File: src/design/sha_pkg.sv
// shared types, constants and round functions for the sha-256 stream hasher
package sha_pkg;

   typedef struct packed {
      logic [7:0] data_byte;
      logic       byte_present;
      logic       end_of_message;
   } req_type;

   typedef struct packed {
      logic [31:0] digest_word;
      logic [2:0]  word_index;
      logic        last_word;
   } rsp_type;

   // one job handed from front to back
   typedef enum logic [1:0] {
      JOB_BLOCK = 2'd0,  // plain full block
      JOB_PAD   = 2'd1,  // final block, length in tail
      JOB_EXTRA = 2'd2   // padded block without length, another follows
   } job_kind_type;

   typedef struct packed {
      job_kind_type kind;
      logic [511:0] block;
   } job_type;

   localparam int QueueDepth = 2;

   function automatic logic [31:0] init_hash(input logic [2:0] i);
      logic [31:0] r;
      case (i)
         3'd0: r = 32'h6a09e667;
         3'd1: r = 32'hbb67ae85;
         3'd2: r = 32'h3c6ef372;
         3'd3: r = 32'ha54ff53a;
         3'd4: r = 32'h510e527f;
         3'd5: r = 32'h9b05688c;
         3'd6: r = 32'h1f83d9ab;
         default: r = 32'h5be0cd19;
      endcase
      return r;
   endfunction

   function automatic logic [31:0] round_k(input logic [5:0] i);
      logic [31:0] r;
      case (i)
         6'd0: r = 32'h428a2f98;  6'd1: r = 32'h71374491;
         6'd2: r = 32'hb5c0fbcf;  6'd3: r = 32'he9b5dba5;
         6'd4: r = 32'h3956c25b;  6'd5: r = 32'h59f111f1;
         6'd6: r = 32'h923f82a4;  6'd7: r = 32'hab1c5ed5;
         6'd8: r = 32'hd807aa98;  6'd9: r = 32'h12835b01;
         6'd10: r = 32'h243185be; 6'd11: r = 32'h550c7dc3;
         6'd12: r = 32'h72be5d74; 6'd13: r = 32'h80deb1fe;
         6'd14: r = 32'h9bdc06a7; 6'd15: r = 32'hc19bf174;
         6'd16: r = 32'he49b69c1; 6'd17: r = 32'hefbe4786;
         6'd18: r = 32'h0fc19dc6; 6'd19: r = 32'h240ca1cc;
         6'd20: r = 32'h2de92c6f; 6'd21: r = 32'h4a7484aa;
         6'd22: r = 32'h5cb0a9dc; 6'd23: r = 32'h76f988da;
         6'd24: r = 32'h983e5152; 6'd25: r = 32'ha831c66d;
         6'd26: r = 32'hb00327c8; 6'd27: r = 32'hbf597fc7;
         6'd28: r = 32'hc6e00bf3; 6'd29: r = 32'hd5a79147;
         6'd30: r = 32'h06ca6351; 6'd31: r = 32'h14292967;
         6'd32: r = 32'h27b70a85; 6'd33: r = 32'h2e1b2138;
         6'd34: r = 32'h4d2c6dfc; 6'd35: r = 32'h53380d13;
         6'd36: r = 32'h650a7354; 6'd37: r = 32'h766a0abb;
         6'd38: r = 32'h81c2c92e; 6'd39: r = 32'h92722c85;
         6'd40: r = 32'ha2bfe8a1; 6'd41: r = 32'ha81a664b;
         6'd42: r = 32'hc24b8b70; 6'd43: r = 32'hc76c51a3;
         6'd44: r = 32'hd192e819; 6'd45: r = 32'hd6990624;
         6'd46: r = 32'hf40e3585; 6'd47: r = 32'h106aa070;
         6'd48: r = 32'h19a4c116; 6'd49: r = 32'h1e376c08;
         6'd50: r = 32'h2748774c; 6'd51: r = 32'h34b0bcb5;
         6'd52: r = 32'h391c0cb3; 6'd53: r = 32'h4ed8aa4a;
         6'd54: r = 32'h5b9cca4f; 6'd55: r = 32'h682e6ff3;
         6'd56: r = 32'h748f82ee; 6'd57: r = 32'h78a5636f;
         6'd58: r = 32'h84c87814; 6'd59: r = 32'h8cc70208;
         6'd60: r = 32'h90befffa; 6'd61: r = 32'ha4506ceb;
         6'd62: r = 32'hbef9a3f7; default: r = 32'hc67178f2;
      endcase
      return r;
   endfunction

   function automatic logic [31:0] rotr(input logic [31:0] x, input int n);
      return (x >> n) | (x << (32 - n));
   endfunction

endpackage

File: src/design/sha_core.sv
// back end: 64-round compression, one round a cycle, digest output
module sha_core (
   input  logic             clock,
   input  logic             reset,
   input  sha_pkg::job_type job,
   input  logic             job_valid,
   output logic             job_take,
   output sha_pkg::rsp_type rsp_data,
   output logic             rsp_empty,
   input  logic             rsp_pop
);
   import sha_pkg::*;

   typedef enum logic [1:0] {
      CO_IDLE,
      CO_ROUND,
      CO_ADD,
      CO_OUT
   } state_type;

   state_type    state_ff;
   logic [31:0]  h_ff [8];
   logic [31:0]  v_ff [8];
   logic [31:0]  w_ff [16];
   logic [5:0]   rnd_ff;
   logic [2:0]   idx_ff;
   logic         last_ff;
   logic [31:0]  t1, t2, s0w, s1w, wnew, s1, s0, ch, maj;

   assign job_take  = (state_ff == CO_IDLE) && job_valid;
   assign rsp_empty = (state_ff != CO_OUT);
   assign rsp_data  = '{digest_word: h_ff[idx_ff], word_index: idx_ff,
                        last_word: (idx_ff == 3'd7)};

   always_comb begin
      s0w  = rotr(w_ff[1], 7) ^ rotr(w_ff[1], 18) ^ (w_ff[1] >> 3);
      s1w  = rotr(w_ff[14], 17) ^ rotr(w_ff[14], 19) ^ (w_ff[14] >> 10);
      wnew = w_ff[0] + s0w + w_ff[9] + s1w;
      s1   = rotr(v_ff[4], 6) ^ rotr(v_ff[4], 11) ^ rotr(v_ff[4], 25);
      ch   = (v_ff[4] & v_ff[5]) ^ (~v_ff[4] & v_ff[6]);
      t1   = v_ff[7] + s1 + ch + round_k(rnd_ff) + w_ff[0];
      s0   = rotr(v_ff[0], 2) ^ rotr(v_ff[0], 13) ^ rotr(v_ff[0], 22);
      maj  = (v_ff[0] & v_ff[1]) ^ (v_ff[0] & v_ff[2]) ^ (v_ff[1] & v_ff[2]);
      t2   = s0 + maj;
   end

   always_ff @(posedge clock) begin
      if (reset) begin
         state_ff <= CO_IDLE;
         idx_ff   <= '0;
         for (int i = 0; i < 8; i++) h_ff[i] <= init_hash(3'(i));
      end else begin
         case (state_ff)
            CO_IDLE: begin
               if (job_valid) begin
                  for (int i = 0; i < 8; i++) v_ff[i] <= h_ff[i];
                  for (int i = 0; i < 16; i++) w_ff[i] <= job.block[511 - 32*i -: 32];
                  rnd_ff   <= '0;
                  last_ff  <= (job.kind == JOB_PAD);
                  state_ff <= CO_ROUND;
               end
            end
            CO_ROUND: begin
               v_ff[7] <= v_ff[6];
               v_ff[6] <= v_ff[5];
               v_ff[5] <= v_ff[4];
               v_ff[4] <= v_ff[3] + t1;
               v_ff[3] <= v_ff[2];
               v_ff[2] <= v_ff[1];
               v_ff[1] <= v_ff[0];
               v_ff[0] <= t1 + t2;
               for (int i = 0; i < 15; i++) w_ff[i] <= w_ff[i+1];
               w_ff[15] <= wnew;
               rnd_ff   <= rnd_ff + 6'd1;
               if (rnd_ff == 6'd63) state_ff <= CO_ADD;
            end
            CO_ADD: begin
               for (int i = 0; i < 8; i++) h_ff[i] <= h_ff[i] + v_ff[i];
               idx_ff   <= '0;
               state_ff <= last_ff ? CO_OUT : CO_IDLE;
            end
            CO_OUT: begin
               if (rsp_pop) begin
                  idx_ff <= idx_ff + 3'd1;
                  if (idx_ff == 3'd7) begin
                     for (int i = 0; i < 8; i++) h_ff[i] <= init_hash(3'(i));
                     state_ff <= CO_IDLE;
                  end
               end
            end
            default: state_ff <= CO_IDLE;
         endcase
      end
   end
endmodule

File: config.mk
export PLATFORM = sky130hd
export DESIGN_NAME = sha_core
export DESIGN_NICKNAME = d
export VERILOG_FILES = /design/src/design/sha_pkg.sv /design/src/design/sha_core.sv
export SDC_FILE = /design/constraint.sdc
export NUM_CORES = 2
export LEC_CHECK = 0
export BUFFER_PORTS_ARGS = -buffer_cell sky130_fd_sc_hd__buf_2
export CAP_MARGIN = 15
export CORE_MARGIN = 2
export CORE_UTILIZATION = 40
export DETAILED_ROUTE_END_ITERATION = 8
export GPL_TIMING_DRIVEN = 0
export PLACE_DENSITY = 0.62
export RECOVER_POWER = 25
export SLEW_MARGIN = 25
export SYNTH_ARGS = -nofsm -noshare
export SYNTH_HDL_FRONTEND = slang
export SYNTH_SLANG_ARGS = --single-unit
File: constraint.sdc
create_clock -name clock -period 82.1 [get_ports clock]
set_clock_uncertainty 0.15 [all_clocks]
set_input_delay 8.21 -clock clock [delete_from_list [all_inputs] [get_ports clock]]
set_output_delay 8.21 -clock clock [all_outputs]
set_load 0.01 [all_outputs]
==> metrics <==
Worst-Skew Late Latency=840 ps; Cells after Synth=7,388; Reg-to-Reg End=v_ff[0][31]; drt first-iter violations=7,396; synthesized cell area=0.0716 mm^2; syn avg cell area=9.69 um^2; largest net degree at the start of global routing=65; final worst-path cycle share=20.8%; die width=427 um; run status=finished, violations left; Synth Net Count=8,492; Fmax=0.0586 GHz; CP endpoint kind=output port; detailed placement HPWL=254 mm; initial core utilization=40.2%; Seq/Total Area, Yosys=42.6%; Tmin final=17,060 ps; Worst-Margin Slew=1710 ps; Pre-antenna DRT Iters=9; grt ovf=0; Routed Wire Length=314 mm; FP Rows=155; Hold Path Sink=h_ff[7][2]; PortBufs=555; R2R Setup Slk=72,970 ps; initial antenna violation count=60; hold_ws=352 ps; top-area cell type share of the netlist area=37.9%; post-synth top area cell=edfxtp_1; failing checks=max-capacitance violations, max-slew violations; Post-DRT Antenna Nets=0; CTS buffer count=132; Setup TNS Final=0 ps; CTS Sinks=1,071; fin nets=9,225; hold bufs inserted after CTS=0; deepest clock path buffer count=3; via/cell ratio=5.80; RR Startpoint=v_ff[0][155]; H-tree depth=4; hold depth=2; critical path startpoint category=primary input; # fillers=16,981; top area cells in the synthesized netlist=edfxtp_1 38%, nand2_1 11%, ha_1 6.8%; clk slew on worst S/H paths=60 ps; RSZ-0062 raised after global routing=false; Slew headroom=-14.6%; Commonest cells post-synth=2,011 x nand2_1, 903 x edfxtp_1, 404 x a21oi_1, 391 x ha_1, 376 x xnor2_1; top-count cell post-synth=nand2_1; Fin. Hold Viols=0; required time worst endpoint=73,740 ps; worst r2r path cells=34; Async SR Flop Fraction=0%; Crit path arrival time=8700 ps; share of layout cells above drive strength 1=14.1%; Root Buffer=clkbuf_16; area of the multi-input gates=0.0385 mm^2; core area=0.178 mm^2; die height=427 um; CTS tree=yes; max_cap viols=6; post-CTS setup buffer count=0; register area=0.0305 mm^2; gpl congestion=1.03; All-Layer GR Usage=33.6%; DIE AREA=0.182 mm^2; vias in the first global route=58,800; Post-synth EDFFs=903; post-CTS sizing=0; hold_sp=h_ff[7][2]; Routed WL per cell=29.6 um; worst hold-check path type=register to register; first-pass GRT wire length=433 mm; total vias in the final route=61,649; Slew Limit Fails=106; main flop type after synthesis=edfxtp_1; Layout area overhead=15.0%; # IOs=556; drc violations=0; crit path kind=primary input to output port; worst-path fanout max=2; post-synthesis cell type count=100; FF+latch count, synth=1,071; Final setup viols=0; Syn. warnings=0
-- layout by cell type (no fill, tap or decap), types with 30 or more instances in the layout --
cell | netlist | routed
inv_1 | 318 | 316
ha_1 | 391 | 391
a31oi_1 | 47 | 47
clkbuf_1 | 302 | 348
nand2_1 | 2011 | 2011
a21oi_1 | 404 | 403
a21o_1 | 191 | 191
nand3_1 | 85 | 85
and3_1 | 40 | 40
dfxtp_1 | 168 | 168
mux2_2 | 227 | 227
buf_1 | 37 | 32
nor2b_1 | 47 | 47
edfxtp_1 | 903 | 903
o21bai_1 | 57 | 56
o211ai_1 | 73 | 73
nor2_1 | 257 | 257
clkbuf_16 | 0 | 135
mux4_2 | 64 | 64
o21a_1 | 60 | 60
buf_2 | 18 | 574
fa_1 | 195 | 195
diode_2 | 0 | 46
xor2_1 | 180 | 180
a211oi_1 | 53 | 53
nor3_1 | 73 | 73
nand2b_1 | 53 | 53
o31ai_1 | 31 | 30
o21ai_0 | 339 | 336
xnor2_1 | 376 | 376
-- worst max-delay path by stage --
stage	start	endpoint	cells past startpoint
6_report	job_valid	job_take	3
4_1_cts	job_valid	job_take	3
2_1_floorplan	reset	v_ff[0][0]	2
3_5_place_dp	job_valid	job_take	3
3_3_place_gp	job_valid	w_ff[0][111]	3
5_1_grt	job_valid	job_take	3
-- routing by layer --
metal  vias up  global-route usage (%)  routed length [um]
met5         -                       0                 262
met4        48                    21.5               23500
met3       723                    7.28               28700
met2      3418                    53.8              144000
met1     30027                    41.1              118000
li1      27433                       -                   -
-- layout make-up --
type                            count  area share, %
Timing Repair Buffer              599           4.01
Clock buffer                      174           4.37
Antenna cell                       46          0.140
Buffer                            365           1.77
Multi-Input combinational cell   5632           46.7
Tap cell                         2355           3.58
Inverter                          320           1.46
Clock inverter                     68          0.939
Sequential cell                  1071           37.0
-- flip-flops by register name, summed over array words and instances, names as in the netlist, named ones only --
signal    count
v_ff        256
h_ff        256
w_ff        512
last_ff       1
rnd_ff        6
idx_ff        3
state_ff      2
-- logic make-up (layout without fill, tap and decap cells) --
logic type	Yosys count	in the layout	synth area share, %
muxes	304	304	5.77
AOI/OAI and AO/OA	1482	1482	13.3
buffers and inverters	685	1526	3.70
DFF	1071	1071	42.6
xor gates and xnor gates	556	556	6.80
and+or+nand+nor	2700	2700	15.5
other	0	46	0
adders and majority gates	590	590	12.3
-- stage by stage --
| step | worst slack (ps) | utilization (%) | cells | area, um^2 |
|---|---|---|---|---|
| final | 65040 | 46.2 | 10630 | 82300 |
| after global routing | 64920 | 46.2 | 10605 | 82300 |
| after CTS | 65030 | 46.5 | 10584 | 82800 |
| after detailed placement | 65040 | 44.0 | 10342 | 78400 |
| after global placement | 22870 | 43.4 | 10298 | 77300 |
| after floorplan | 39820 | - | 7388 | 71600 |
-- worst max-delay path, cell delays in order --
cell,delay [ps]
buf_2,90
nor3b_1,220
buf_2,180
Power is not shown: default switching activity piles up to over one toggle a cycle in this logic, so the estimate is an artifact.
