$ cat src/design/sha_pkg.sv
// shared types, constants and round functions for the sha-256 stream hasher
package sha_pkg;

   typedef struct packed {
      logic [7:0] data_byte;
      logic       byte_present;
      logic       end_of_message;
   } req_type;

   typedef struct packed {
      logic [31:0] digest_word;
      logic [2:0]  word_index;
      logic        last_word;
   } rsp_type;

   // one job handed from front to back
   typedef enum logic [1:0] {
      JOB_BLOCK = 2'd0,  // plain full block
      JOB_PAD   = 2'd1,  // final block, length in tail
      JOB_EXTRA = 2'd2   // padded block without length, another follows
   } job_kind_type;

   typedef struct packed {
      job_kind_type kind;
      logic [511:0] block;
   } job_type;

   localparam int QueueDepth = 2;

   function automatic logic [31:0] init_hash(input logic [2:0] i);
      logic [31:0] r;
      case (i)
         3'd0: r = 32'h6a09e667;
         3'd1: r = 32'hbb67ae85;
         3'd2: r = 32'h3c6ef372;
         3'd3: r = 32'ha54ff53a;
         3'd4: r = 32'h510e527f;
         3'd5: r = 32'h9b05688c;
         3'd6: r = 32'h1f83d9ab;
         default: r = 32'h5be0cd19;
      endcase
      return r;
   endfunction

   function automatic logic [31:0] round_k(input logic [5:0] i);
      logic [31:0] r;
      case (i)
         6'd0: r = 32'h428a2f98;  6'd1: r = 32'h71374491;
         6'd2: r = 32'hb5c0fbcf;  6'd3: r = 32'he9b5dba5;
         6'd4: r = 32'h3956c25b;  6'd5: r = 32'h59f111f1;
         6'd6: r = 32'h923f82a4;  6'd7: r = 32'hab1c5ed5;
         6'd8: r = 32'hd807aa98;  6'd9: r = 32'h12835b01;
         6'd10: r = 32'h243185be; 6'd11: r = 32'h550c7dc3;
         6'd12: r = 32'h72be5d74; 6'd13: r = 32'h80deb1fe;
         6'd14: r = 32'h9bdc06a7; 6'd15: r = 32'hc19bf174;
         6'd16: r = 32'he49b69c1; 6'd17: r = 32'hefbe4786;
         6'd18: r = 32'h0fc19dc6; 6'd19: r = 32'h240ca1cc;
         6'd20: r = 32'h2de92c6f; 6'd21: r = 32'h4a7484aa;
         6'd22: r = 32'h5cb0a9dc; 6'd23: r = 32'h76f988da;
         6'd24: r = 32'h983e5152; 6'd25: r = 32'ha831c66d;
         6'd26: r = 32'hb00327c8; 6'd27: r = 32'hbf597fc7;
         6'd28: r = 32'hc6e00bf3; 6'd29: r = 32'hd5a79147;
         6'd30: r = 32'h06ca6351; 6'd31: r = 32'h14292967;
         6'd32: r = 32'h27b70a85; 6'd33: r = 32'h2e1b2138;
         6'd34: r = 32'h4d2c6dfc; 6'd35: r = 32'h53380d13;
         6'd36: r = 32'h650a7354; 6'd37: r = 32'h766a0abb;
         6'd38: r = 32'h81c2c92e; 6'd39: r = 32'h92722c85;
         6'd40: r = 32'ha2bfe8a1; 6'd41: r = 32'ha81a664b;
         6'd42: r = 32'hc24b8b70; 6'd43: r = 32'hc76c51a3;
         6'd44: r = 32'hd192e819; 6'd45: r = 32'hd6990624;
         6'd46: r = 32'hf40e3585; 6'd47: r = 32'h106aa070;
         6'd48: r = 32'h19a4c116; 6'd49: r = 32'h1e376c08;
         6'd50: r = 32'h2748774c; 6'd51: r = 32'h34b0bcb5;
         6'd52: r = 32'h391c0cb3; 6'd53: r = 32'h4ed8aa4a;
         6'd54: r = 32'h5b9cca4f; 6'd55: r = 32'h682e6ff3;
         6'd56: r = 32'h748f82ee; 6'd57: r = 32'h78a5636f;
         6'd58: r = 32'h84c87814; 6'd59: r = 32'h8cc70208;
         6'd60: r = 32'h90befffa; 6'd61: r = 32'ha4506ceb;
         6'd62: r = 32'hbef9a3f7; default: r = 32'hc67178f2;
      endcase
      return r;
   endfunction

   function automatic logic [31:0] rotr(input logic [31:0] x, input int n);
      return (x >> n) | (x << (32 - n));
   endfunction

endpackage

$ cat src/design/sha_job_queue.sv
// short queue of jobs between the front and back ends
module sha_job_queue (
   input  logic             clock,
   input  logic             reset,
   input  sha_pkg::job_type wr_job,
   input  logic             wr_valid,
   output logic             wr_ready,
   output sha_pkg::job_type rd_job,
   output logic             rd_valid,
   input  logic             rd_take
);
   import sha_pkg::*;

   job_type     slot_ff [QueueDepth];
   logic [$clog2(QueueDepth):0] count_ff;
   logic [$clog2(QueueDepth)-1:0] wp_ff, rp_ff;
   logic push, pop;

   assign wr_ready = (count_ff != QueueDepth[$clog2(QueueDepth):0]);
   assign rd_valid = (count_ff != '0);
   assign rd_job   = slot_ff[rp_ff];
   assign push     = wr_valid && wr_ready;
   assign pop      = rd_take && rd_valid;

   always_ff @(posedge clock) begin
      if (reset) begin
         count_ff <= '0;
         wp_ff    <= '0;
         rp_ff    <= '0;
      end else begin
         if (push) wp_ff <= wp_ff + 1'b1;
         if (pop)  rp_ff <= rp_ff + 1'b1;
         count_ff <= count_ff + {{$clog2(QueueDepth){1'b0}}, push}
                              - {{$clog2(QueueDepth){1'b0}}, pop};
      end
   end

   always_ff @(posedge clock) begin
      if (push) slot_ff[wp_ff] <= wr_job;
   end
endmodule

$ cat config.mk
export PLATFORM = sky130hd
export DESIGN_NAME = sha_job_queue
export DESIGN_NICKNAME = d
export VERILOG_FILES = /design/src/design/sha_pkg.sv /design/src/design/sha_job_queue.sv
export SDC_FILE = /design/constraint.sdc
export NUM_CORES = 1
export LEC_CHECK = 0
export BUFFER_PORTS_ARGS = -buffer_cell sky130_fd_sc_hd__buf_4
export CORE_AREA = 2 2 403 405
export DETAILED_ROUTE_END_ITERATION = 16
export DIE_AREA = 0 0 405 407
export GPL_ROUTABILITY_DRIVEN = 0
export PLACE_DENSITY = 0.54
export SLEW_MARGIN = 20
export SYNTH_ARGS = -nofsm -noshare
export SYNTH_HDL_FRONTEND = slang
export SYNTH_SLANG_ARGS = --single-unit
$ cat constraint.sdc
create_clock -name clock -period 18.8 [get_ports clock]
set_input_delay 3.76 -clock clock [delete_from_list [all_inputs] [get_ports clock]]
set_output_delay 3.76 -clock clock [all_outputs]
set_load 0.05 [all_outputs]
==> impl.org, run 1 <==
** Status
- Status :: completed

** Critical path
- For this run, the slowest stage of the critical path takes 860 ps.
- Worst endpoint required time :: 15,040 ps
- Sum of buffers and inverters on the critical path :: 4
- The startpoint identified for the worst register-to-register timing path is count_ff[0].
- Critical path cell sequence :: buf_4, buf_12, buf_12, mux2_2, buf_4
- The worst setup path is of the register to output pin kind.
- Counting buffers and inverters, the worst setup path is 5 cells deep.
- STA puts the critical path data arrival time at 4680 ps.
- Of all nets on the critical path, the largest fanout is 119.
- Cell with the largest stage delay on the worst path :: sky130_fd_sc_hd__buf_4
- The worst register-to-register path has a depth of 6.
- CP Launch Type :: register
- In this run the critical register-to-register path is captured at slot_ff[0][98].
- On the critical path the largest part of the delay comes from buffers and inverters.
- The worst setup path is captured at an output pin.
- Across all register-to-register paths, the minimum setup slack is 14,110 ps.

** STA
- The clock arrives with 47.6 ps of skew.
- Setup repair after global routing missed its margin :: false
- Slew at the pin with the worst max-slew slack :: 1060 ps
- Count of pins over their slew limit :: 0
- After layout, the worst path uses 44.9% of the clock period.
- The tightest hold path in the finished design has a slack of 503 ps.
- Final count of hold timing violations :: 0
- After layout, the worst setup slack is 10,360 ps.
- Period minus WS final :: 8440 ps
- In this run the tightest slew margin relative to its limit is 29.4%.
- Static timing analysis puts the maximum clock frequency at 0.118 GHz.
- Setup violations remaining at the end of the flow were counted as 0.
- Sum of negative setup slack :: 0 ps

** GRT
- The number of global-route vias before repair was 20,000.
- For this run the aggregate overflow at the end of global routing stands at 0.
- The initial antenna violation count was 46.
- Entering global routing, the biggest net connects 145 pins.
- Global-route wire length before repair :: 156 mm
- Across every metal layer, demand over resource in global routing totals 13.5%.

** Synthesis
- Count of yosys warnings during synthesis :: 0
- Total of flip-flops plus latches after synthesis :: 1,033
- Synth cell types :: 22
- Synth top area cells :: sky130_fd_sc_hd__edfxtp_1 (78%), sky130_fd_sc_hd__mux2_4 (18%), sky130_fd_sc_hd__mux2_2 (1.6%), sky130_fd_sc_hd__buf_6 (0.92%), sky130_fd_sc_hd__buf_8 (0.76%)
- Of all cell types, the one taking the most synthesized area is sky130_fd_sc_hd__edfxtp_1.
- sky130_fd_sc_hd__edfxtp_1 is the most common cell in the netlist.
- In this run the biggest area consumer among cell types represents 78.5% of the synthesized area.
- Syn_area_per_cell :: 24.2 um^2
- The share of the Yosys chip area taken by registers is 78.8%.
- By count the netlist is led by sky130_fd_sc_hd__edfxtp_1 (1,028), sky130_fd_sc_hd__mux2_4 (460), sky130_fd_sc_hd__mux2_2 (55).
- For this run, asynchronously set or reset flops after synthesis account for 0%.
- When the netlist entered floorplanning its net count stood at 2,147.
- Among all flip-flop cells after synthesis, the most frequent one is sky130_fd_sc_hd__edfxtp_1.
- Synthesized instance count :: 1,628
- Post-synth EDFFs :: 1,028
- Area of the mapped netlist :: 39,300 um^2

** Finish
- From synthesis to final layout, the design area changed by 34.4%.
- Multi-input gate area in the final layout :: 7670 um^2
- Number of fill cells in the layout :: 15,400
- Register cell area after layout :: 31,000 um^2
- The final layout contains 3,252 nets.
- Share of layout cells above drive strength 1 :: 60.9%

** Power
- Share of total power in combinational logic :: 33.7%
- Net switching is 34.8% of the power.
- For this design the ratio of total power to cell area is 142 nW/um^2.
- The analysis attributes to net switching a power of 2610 uW.
- Worst IR Drop VDD :: 0.0831 mV
- P_int :: 4880 uW
- Leakage power of the design :: 0.0199 uW
- Clock power share :: 27.8%
- Sequential cell fraction of total power :: 38.5%

** Placement
- Input and output buffers added on the ports amount to 1,033.
- Pre-CTS worst setup slack :: 10,800 ps
- The HPWL after detailed placement is 85.7 mm.

** Clock tree
- Clock latency reported for the late side of the worst-skew pair :: 720 ps
- In this run the clock root is driven by a sky130_fd_sc_hd__clkbuf_16.
- H-tree depth reported by CTS :: 3
- TritonCTS built the clock tree.
- The number of setup buffers added after CTS is 0.
- CTS clk-pin slew, worst paths :: 60 ps
- Counting the buffers created by CTS gives 112.
- Clock sinks :: 1,033
- Once the clock tree was built, the resizer swapped 0 gates to a different size.
- In this run the deepest clock path goes through 3 buffers.
- The number of hold buffers added after CTS was 0.

** Die
- For this design the top-level I/O count stands at 1,034.
- Std-Cell Rows :: 147
- The initial utilization of the core area, before any placement, comes to 24.5%.
- The core region is 160,000 um^2.
- The die is 405 um wide.
- DIE AREA :: 165,000 um^2
- Die Y :: 407 um

** Run
- Max-Cap Viols :: 0

** Drt
- Dividing the detail-routed wire length by the instance count gives 23.6 um.
- The routed layout has 19,900 vias.
- For this block, the routed nets add up to 118 mm of wire.
- In the routed layout, each cell is associated on average with a via count of 3.98.
- The detail route stage leaves a number of antenna-violating nets equal to 0.
- TritonRoute pass-1 iters :: 5
- Violation count after the first detailed-route iteration :: 1,390
- For this run, design rule violations remaining after detail routing come to 0.

** Worst hold path
- Cell depth of the worst hold path :: 2
- The tightest min-delay check is of the register to register type.
- The worst hold path terminates at rp_ff.
- Worst Min Path Start :: rp_ff
[layout make-up]
type | count | share of cell area [%]
Sequential cell | 1033 | 58.6
Antenna cell | 18 | 0.0852
Timing Repair Buffer | 1048 | 15.1
Tap cell | 2160 | 5.11
Inverter | 1 | 0.0213
Clock inverter | 71 | 1.14
Multi-Input combinational cell | 537 | 14.5
Clock buffer | 134 | 5.46
[worst max-delay path by stage]
stage | slack (ps) | to
after floorplan | 2400 | slot_ff[1][0]
after global placement | 10850 | slot_ff[0][466]
after detailed placement | 10800 | slot_ff[0][196]
after CTS | 10260 | rd_job[14]
after global routing | 10140 | rd_job[24]
final | 10360 | rd_job[14]
[stage by stage]
| stage | util, % | cell area [um^2] | cells | power [uW] |
|---|---|---|---|---|
| 2_1_floorplan | - | 39300 | 1628 | 4900 |
| 3_3_place_gp | 30.8 | 49300 | 4779 | 5470 |
| 3_5_place_dp | 30.8 | 49300 | 4779 | 5480 |
| 4_1_cts | 33.0 | 52800 | 4984 | 7590 |
| 5_1_grt | 33.0 | 52800 | 4997 | 7760 |
| 6_report | 33.0 | 52800 | 5002 | 7490 |
[cells in the final DEF, fill, tap and decap left out, types with 4 or more instances in the layout]
cell type,Yosys,routed
sky130_fd_sc_hd__inv_6,0,6
sky130_fd_sc_hd__clkbuf_16,0,112
sky130_fd_sc_hd__clkinv_2,0,20
sky130_fd_sc_hd__clkinv_1,0,31
sky130_fd_sc_hd__clkinv_16,0,4
sky130_fd_sc_hd__mux2_4,460,460
sky130_fd_sc_hd__edfxtp_1,1028,1028
sky130_fd_sc_hd__diode_2,0,18
sky130_fd_sc_hd__mux2_2,55,55
sky130_fd_sc_hd__nor2_1,5,5
sky130_fd_sc_hd__buf_12,0,7
sky130_fd_sc_hd__buf_4,0,1041
sky130_fd_sc_hd__dfxtp_1,5,4
sky130_fd_sc_hd__clkbuf_1,0,22
sky130_fd_sc_hd__bufinv_16,0,6
[metal layers]
metal  up-vias  track usage (%)  routed length (um)
li1       8774                -                   -
met2       883             22.1               57200
met3       199             5.15               11200
met4        10             5.53                3730
met5         -                0                  70
met1     10000             16.0               45700
[flip-flops by register name, indices dropped and copies added (netlist names), named ones only]
register  cells
count_ff      2
rp_ff         1
slot_ff    1028
wp_ff         1
[logic make-up after synthesis]
group,Yosys count,synth area share [%]
flip-flops,1033,78.8
AO/OA/AOI/OAI,7,0.130
multiplexers,515,19.1
XOR/XNOR,1,0.0223
AND/OR/NAND/NOR,13,0.175
buffers and inverters,58,1.75
adder cells (fa/ha/maj),1,0.0318
[worst register-to-register path, cell delays in order, from the launching register on]
cell,delay (ps)
sky130_fd_sc_hd__dfxtp_1,430
sky130_fd_sc_hd__nand2b_1,240
sky130_fd_sc_hd__nand3b_1,230
sky130_fd_sc_hd__inv_8,680
sky130_fd_sc_hd__buf_4,850
sky130_fd_sc_hd__buf_4,880
sky130_fd_sc_hd__buf_4,920
[power groups by stage]
stage          sequential [uW]  clock [uW]  combinational, uW
2_1_floorplan             3020           0               1880
3_3_place_gp              2930           0               2540
3_5_place_dp              2930           0               2550
4_1_cts                   2890        2150               2550
5_1_grt                   2900        2230               2620
6_report                  2890        2080               2520
Note: power is estimated with default switching activity, not from simulation.
==> run 2: changes to the inputs <==
- ABC_AREA: default -> 1
- CORE_AREA: 2 2 403 405 -> 2 2 400 402
- DIE_AREA: 0 0 405 407 -> 0 0 402 404
- PLACE_DENSITY: 0.54 -> 0.56
- clock period: 18.8 -> 7.4 ns (I/O delays scaled with it)
==> impl.org, run 2 <==
** Die
- The die height was 404 um (was 407 um).
- Std-Cell Rows :: 146 (was 147)
- Starting Density :: 24.9% (was 24.5%)
- The die outline area came to 162,000 um^2 (was 165,000 um^2).
- Placeable core area :: 158,000 um^2 (was 160,000 um^2)
- Number of I/O pins :: 1,034 (unchanged)
- The overall die width was 402 um (was 405 um).

** Synthesis
- Post-synth net total :: 2,154 (was 2,147)
- The mean cell area of the mapped netlist was 24.0 um^2 (was 24.2 um^2).
- The most frequent cell after synthesis is sky130_fd_sc_hd__edfxtp_1 (unchanged).
- Most frequent cells after synthesis :: sky130_fd_sc_hd__edfxtp_1 (1,028), sky130_fd_sc_hd__mux2_4 (460), sky130_fd_sc_hd__mux2_2 (54) (was sky130_fd_sc_hd__edfxtp_1 (1,028), sky130_fd_sc_hd__mux2_4 (460), sky130_fd_sc_hd__mux2_2 (55))
- Post-synth EDFFs :: 1,028 (unchanged)
- The leading register cell type out of synthesis is sky130_fd_sc_hd__edfxtp_1 (unchanged).
- Synthesized instance count :: 1,635 (was 1,628)
- Share of flip-flops with an asynchronous set or reset :: 0% (unchanged)
- Synth top area cells: sky130_fd_sc_hd__edfxtp_1 (79%), sky130_fd_sc_hd__mux2_4 (18%), sky130_fd_sc_hd__mux2_2 (1.5%), sky130_fd_sc_hd__buf_6 (0.92%), sky130_fd_sc_hd__buf_8 (0.76%) (was sky130_fd_sc_hd__edfxtp_1 (78%), sky130_fd_sc_hd__mux2_4 (18%), sky130_fd_sc_hd__mux2_2 (1.6%), sky130_fd_sc_hd__buf_6 (0.92%), sky130_fd_sc_hd__buf_8 (0.76%)).
- Synth cell types :: 15 (was 22)
- The leading area contributor after synthesis is sky130_fd_sc_hd__edfxtp_1 (unchanged).
- The number of warning messages in the yosys log is 0 (unchanged).
- The sequential cell area fraction in the yosys report was 78.8% (about the same).
- The share of Yosys cell area claimed by the top area cell type is 78.5% (about the same).
- The number of synthesized register bits is 1,033 (unchanged).
- The area of the mapped netlist is 39,300 um^2 (about the same).

** STA
- Slew at the pin with the worst max-slew slack :: 1040 ps (was 1060 ps)
- Final count of hold timing violations :: 0 (unchanged)
- Worst setup skew after layout :: 32.5 ps (was 47.6 ps)
- Setup repair after global routing missed its margin: false (unchanged).
- The final setup TNS came to 0 ps (unchanged).
- The remaining max-slew budget at the tightest pin is 30.5% (was 29.4%).
- After layout, the minimum clock period comes to 4590 ps.
- For this run, the top clock speed supported by timing is 0.218 GHz.
- Final worst-path cycle share :: 62.0%
- Final setup violation count :: 0 (unchanged)
- The max-slew violation total from the final report was 0 (unchanged).

** Placement
- Detailed placer's ending HPWL :: 81.1 mm (was 85.7 mm)
- Total of buffers placed on input and output ports :: 1,033 (unchanged)
- Cell Area, Placed :: 49,500 um^2 (was 49,300 um^2)

** Finish
- The core occupancy in the finished layout came to 33.8% (was 33.0%).
- Flip-flop count of the largest register, all copies and words added :: 1,028 (unchanged)
- Leading cell type in the layout, fill and taps excluded :: sky130_fd_sc_hd__buf_4 (unchanged)
- Area growth from synthesis to final layout :: 35.6% (was 34.4%)
- The post-route cell area was 53,300 um^2 (was 52,800 um^2).
- Share of layout cells above drive strength 1 :: 61.3% (was 60.9%)
- Total number of nets in the final design :: 3,295 (was 3,252)
- Biggest registers after layout: slot_ff: 1028 flops, count_ff: 2 flops (unchanged).
- Commonest non-fill, non-tap cells in the layout: sky130_fd_sc_hd__buf_4 (1,074), sky130_fd_sc_hd__edfxtp_1 (1,028), sky130_fd_sc_hd__mux2_4 (460) (was sky130_fd_sc_hd__buf_4 (1,041), sky130_fd_sc_hd__edfxtp_1 (1,028), sky130_fd_sc_hd__mux2_4 (460)).
- The register containing the most flip-flops in the final layout is slot_ff (unchanged).

** Clock tree
- The clock network latency to the later pin of the worst-skew pair is 720 ps (about the same).
- The clock root buffer master is sky130_fd_sc_hd__clkbuf_16 (unchanged).
- Clock sinks :: 1,033 (unchanged)
- Number of buffers between clock root and the deepest sink :: 3 (unchanged)
- The maximum level of the CTS H-tree was 3 (unchanged).
- The CTS tree was built (unchanged).
- The clock-pin slew reported for the worst setup and hold paths after clock tree synthesis was 60 ps (about the same).
- Number of buffers created by CTS :: 113 (was 112)
- The hold buffer count at cts is 0 (unchanged).
- Post-CTS Setup Bufs :: 0 (unchanged)
- Post-CTS sizing :: 0 (unchanged)

** GRT
- The final global-route overflow total came to 0 (unchanged).
- The number of global-route vias before repair is 20,600 (was 20,000).
- Antenna violations before repair :: 29 (was 46)
- The wire length of the first global-routing pass came to 150 mm (was 156 mm).
- The maximum number of pins on one net before global-route repair came to 149 (was 145).
- Combined global-route utilization of all metal layers :: 12.9% (was 13.5%)

** Worst hold path
- The number of stages on the worst hold path is 2 (unchanged).
- The path category of the worst min-delay check was register to register (unchanged).
- The critical hold path startpoint was rp_ff (unchanged).
- The worst min-delay path endpoint was rp_ff (unchanged).

** Status
- Status :: completed (unchanged)

** Drt
- The DRC violation count after routing came to 0 (unchanged).
- The via density per instance was 4.00 (was 3.98).
- Detail-routed net length per standard cell :: 22.1 um (was 23.6 um)
- TritonRoute pass-1 iters :: 4 (was 5)
- Total Wirelength :: 110 mm (was 118 mm)
- The count of routing violations after the opening detailed-route iteration was 974 (was 1,390).
- Detail Route Antenna Nets :: 0 (unchanged)
- The number of vias in the routed layout was 19,900 (about the same).

** Critical path
- Setup crit end kind :: output pin (unchanged)
- The biggest fanout along the worst timing path was 57 (was 119).
- Critical path start-end classification :: register to output pin (unchanged)
- Worst R2R End :: slot_ff[1][434] (was slot_ff[0][98])
- Setup slack on the worst flop-to-flop path :: 4570 ps (was 14,110 ps)
- The critical path launch point type is a register (unchanged).
- Worst endpoint required time :: 5920 ps (was 15,040 ps)
- R2R depth :: 6 (unchanged)
- The endpoint arrival time on the critical path is 3110 ps (was 4680 ps).
- Critical R2R Launch :: count_ff[0] (unchanged)

** Power
- Worst IR Drop VDD :: 0.211 mV (was 0.0831 mV)
- The power per unit of standard cell area came to 394 nW/um^2 (was 142 nW/um^2).
- Leakage power of the design :: 0.0203 uW (was 0.0199 uW)
- The final total power came to 21,000 uW (was 7490 uW).

** Run
- The max capacitance violation total is 0 (unchanged).
-- run 2: changes by cell type after synthesis, moves of 2 or more --
cell | previous run | this run
sky130_fd_sc_hd__nand2_1 | 0 | 8
sky130_fd_sc_hd__inv_1 | 1 | 8
sky130_fd_sc_hd__nor2_1 | 5 | 9
sky130_fd_sc_hd__nor2b_1 | 3 | 0
sky130_fd_sc_hd__a21bo_2 | 2 | 0
sky130_fd_sc_hd__o21ai_0 | 2 | 0
-- run 2: worst max-delay path by stage --
stage	start	to	slack, ps	cells after the start
2_1_floorplan	wr_valid	slot_ff[1][0]	-2280	2
3_3_place_gp	register	rd_job[27]	3510	4
3_5_place_dp	register	rd_job[513]	3490	4
4_1_cts	register	rd_job[513]	2650	4
5_1_grt	register	rd_job[98]	2620	4
6_report	register	rd_job[98]	2810	4
-- run 2: routing by layer --
layer	GRT usage, %	wire (um)
met1	13.8	39700
met2	22.3	56500
met3	5.15	9770
met4	5.98	3930
met5	0	69
-- run 2: critical path, cell delays in order, from the launching register on --
cell	delay [ps]
sky130_fd_sc_hd__dfxtp_4	820
sky130_fd_sc_hd__buf_12	360
sky130_fd_sc_hd__buf_12	390
sky130_fd_sc_hd__mux2_4	350
sky130_fd_sc_hd__buf_4	190
-- run 2: layout make-up --
cell class	instances	area [um^2]
Antenna cell	22	55.1
Tap cell	2072	2590
Clock inverter	72	756
Inverter	8	30.0
Fill cell	15200	105000
Timing Repair Buffer	1083	8240
Multi-Input combinational cell	537	7650
Sequential cell	1033	31000
Clock buffer	142	3000
-- run 2: where the power goes --
group / switching, uW / total (uW) / internal (uW)
registers: 232 / 7660 / 7420
clock network: 2310 / 5610 / 3300
logic: 5040 / 7720 / 2690
total: 7580 / 21000 / 13400
-- run 2: through the flow --
| step | hold slack, ps | worst slack [ps] | instances |
|---|---|---|---|
| 6_report | 501 | 2810 | 4969 |
| 5_1_grt | 544 | 2620 | 4963 |
| 4_1_cts | 508 | 2650 | 4947 |
| 3_5_place_dp | 493 | 3490 | 4733 |
| 3_3_place_gp | 482 | 3510 | 4733 |
| 2_1_floorplan | 467 | -2280 | 1635 |
-- run 2: kinds of logic after synthesis --
group	after synthesis	synth area share, %
AO/OA/AOI/OAI	2	0.0255
adder cells (fa/ha/maj)	1	0.0318
XOR/XNOR	1	0.0223
flip-flops	1033	78.8
multiplexers	514	19.1
buffers and inverters	65	1.82
AND/OR/NAND/NOR	19	0.188
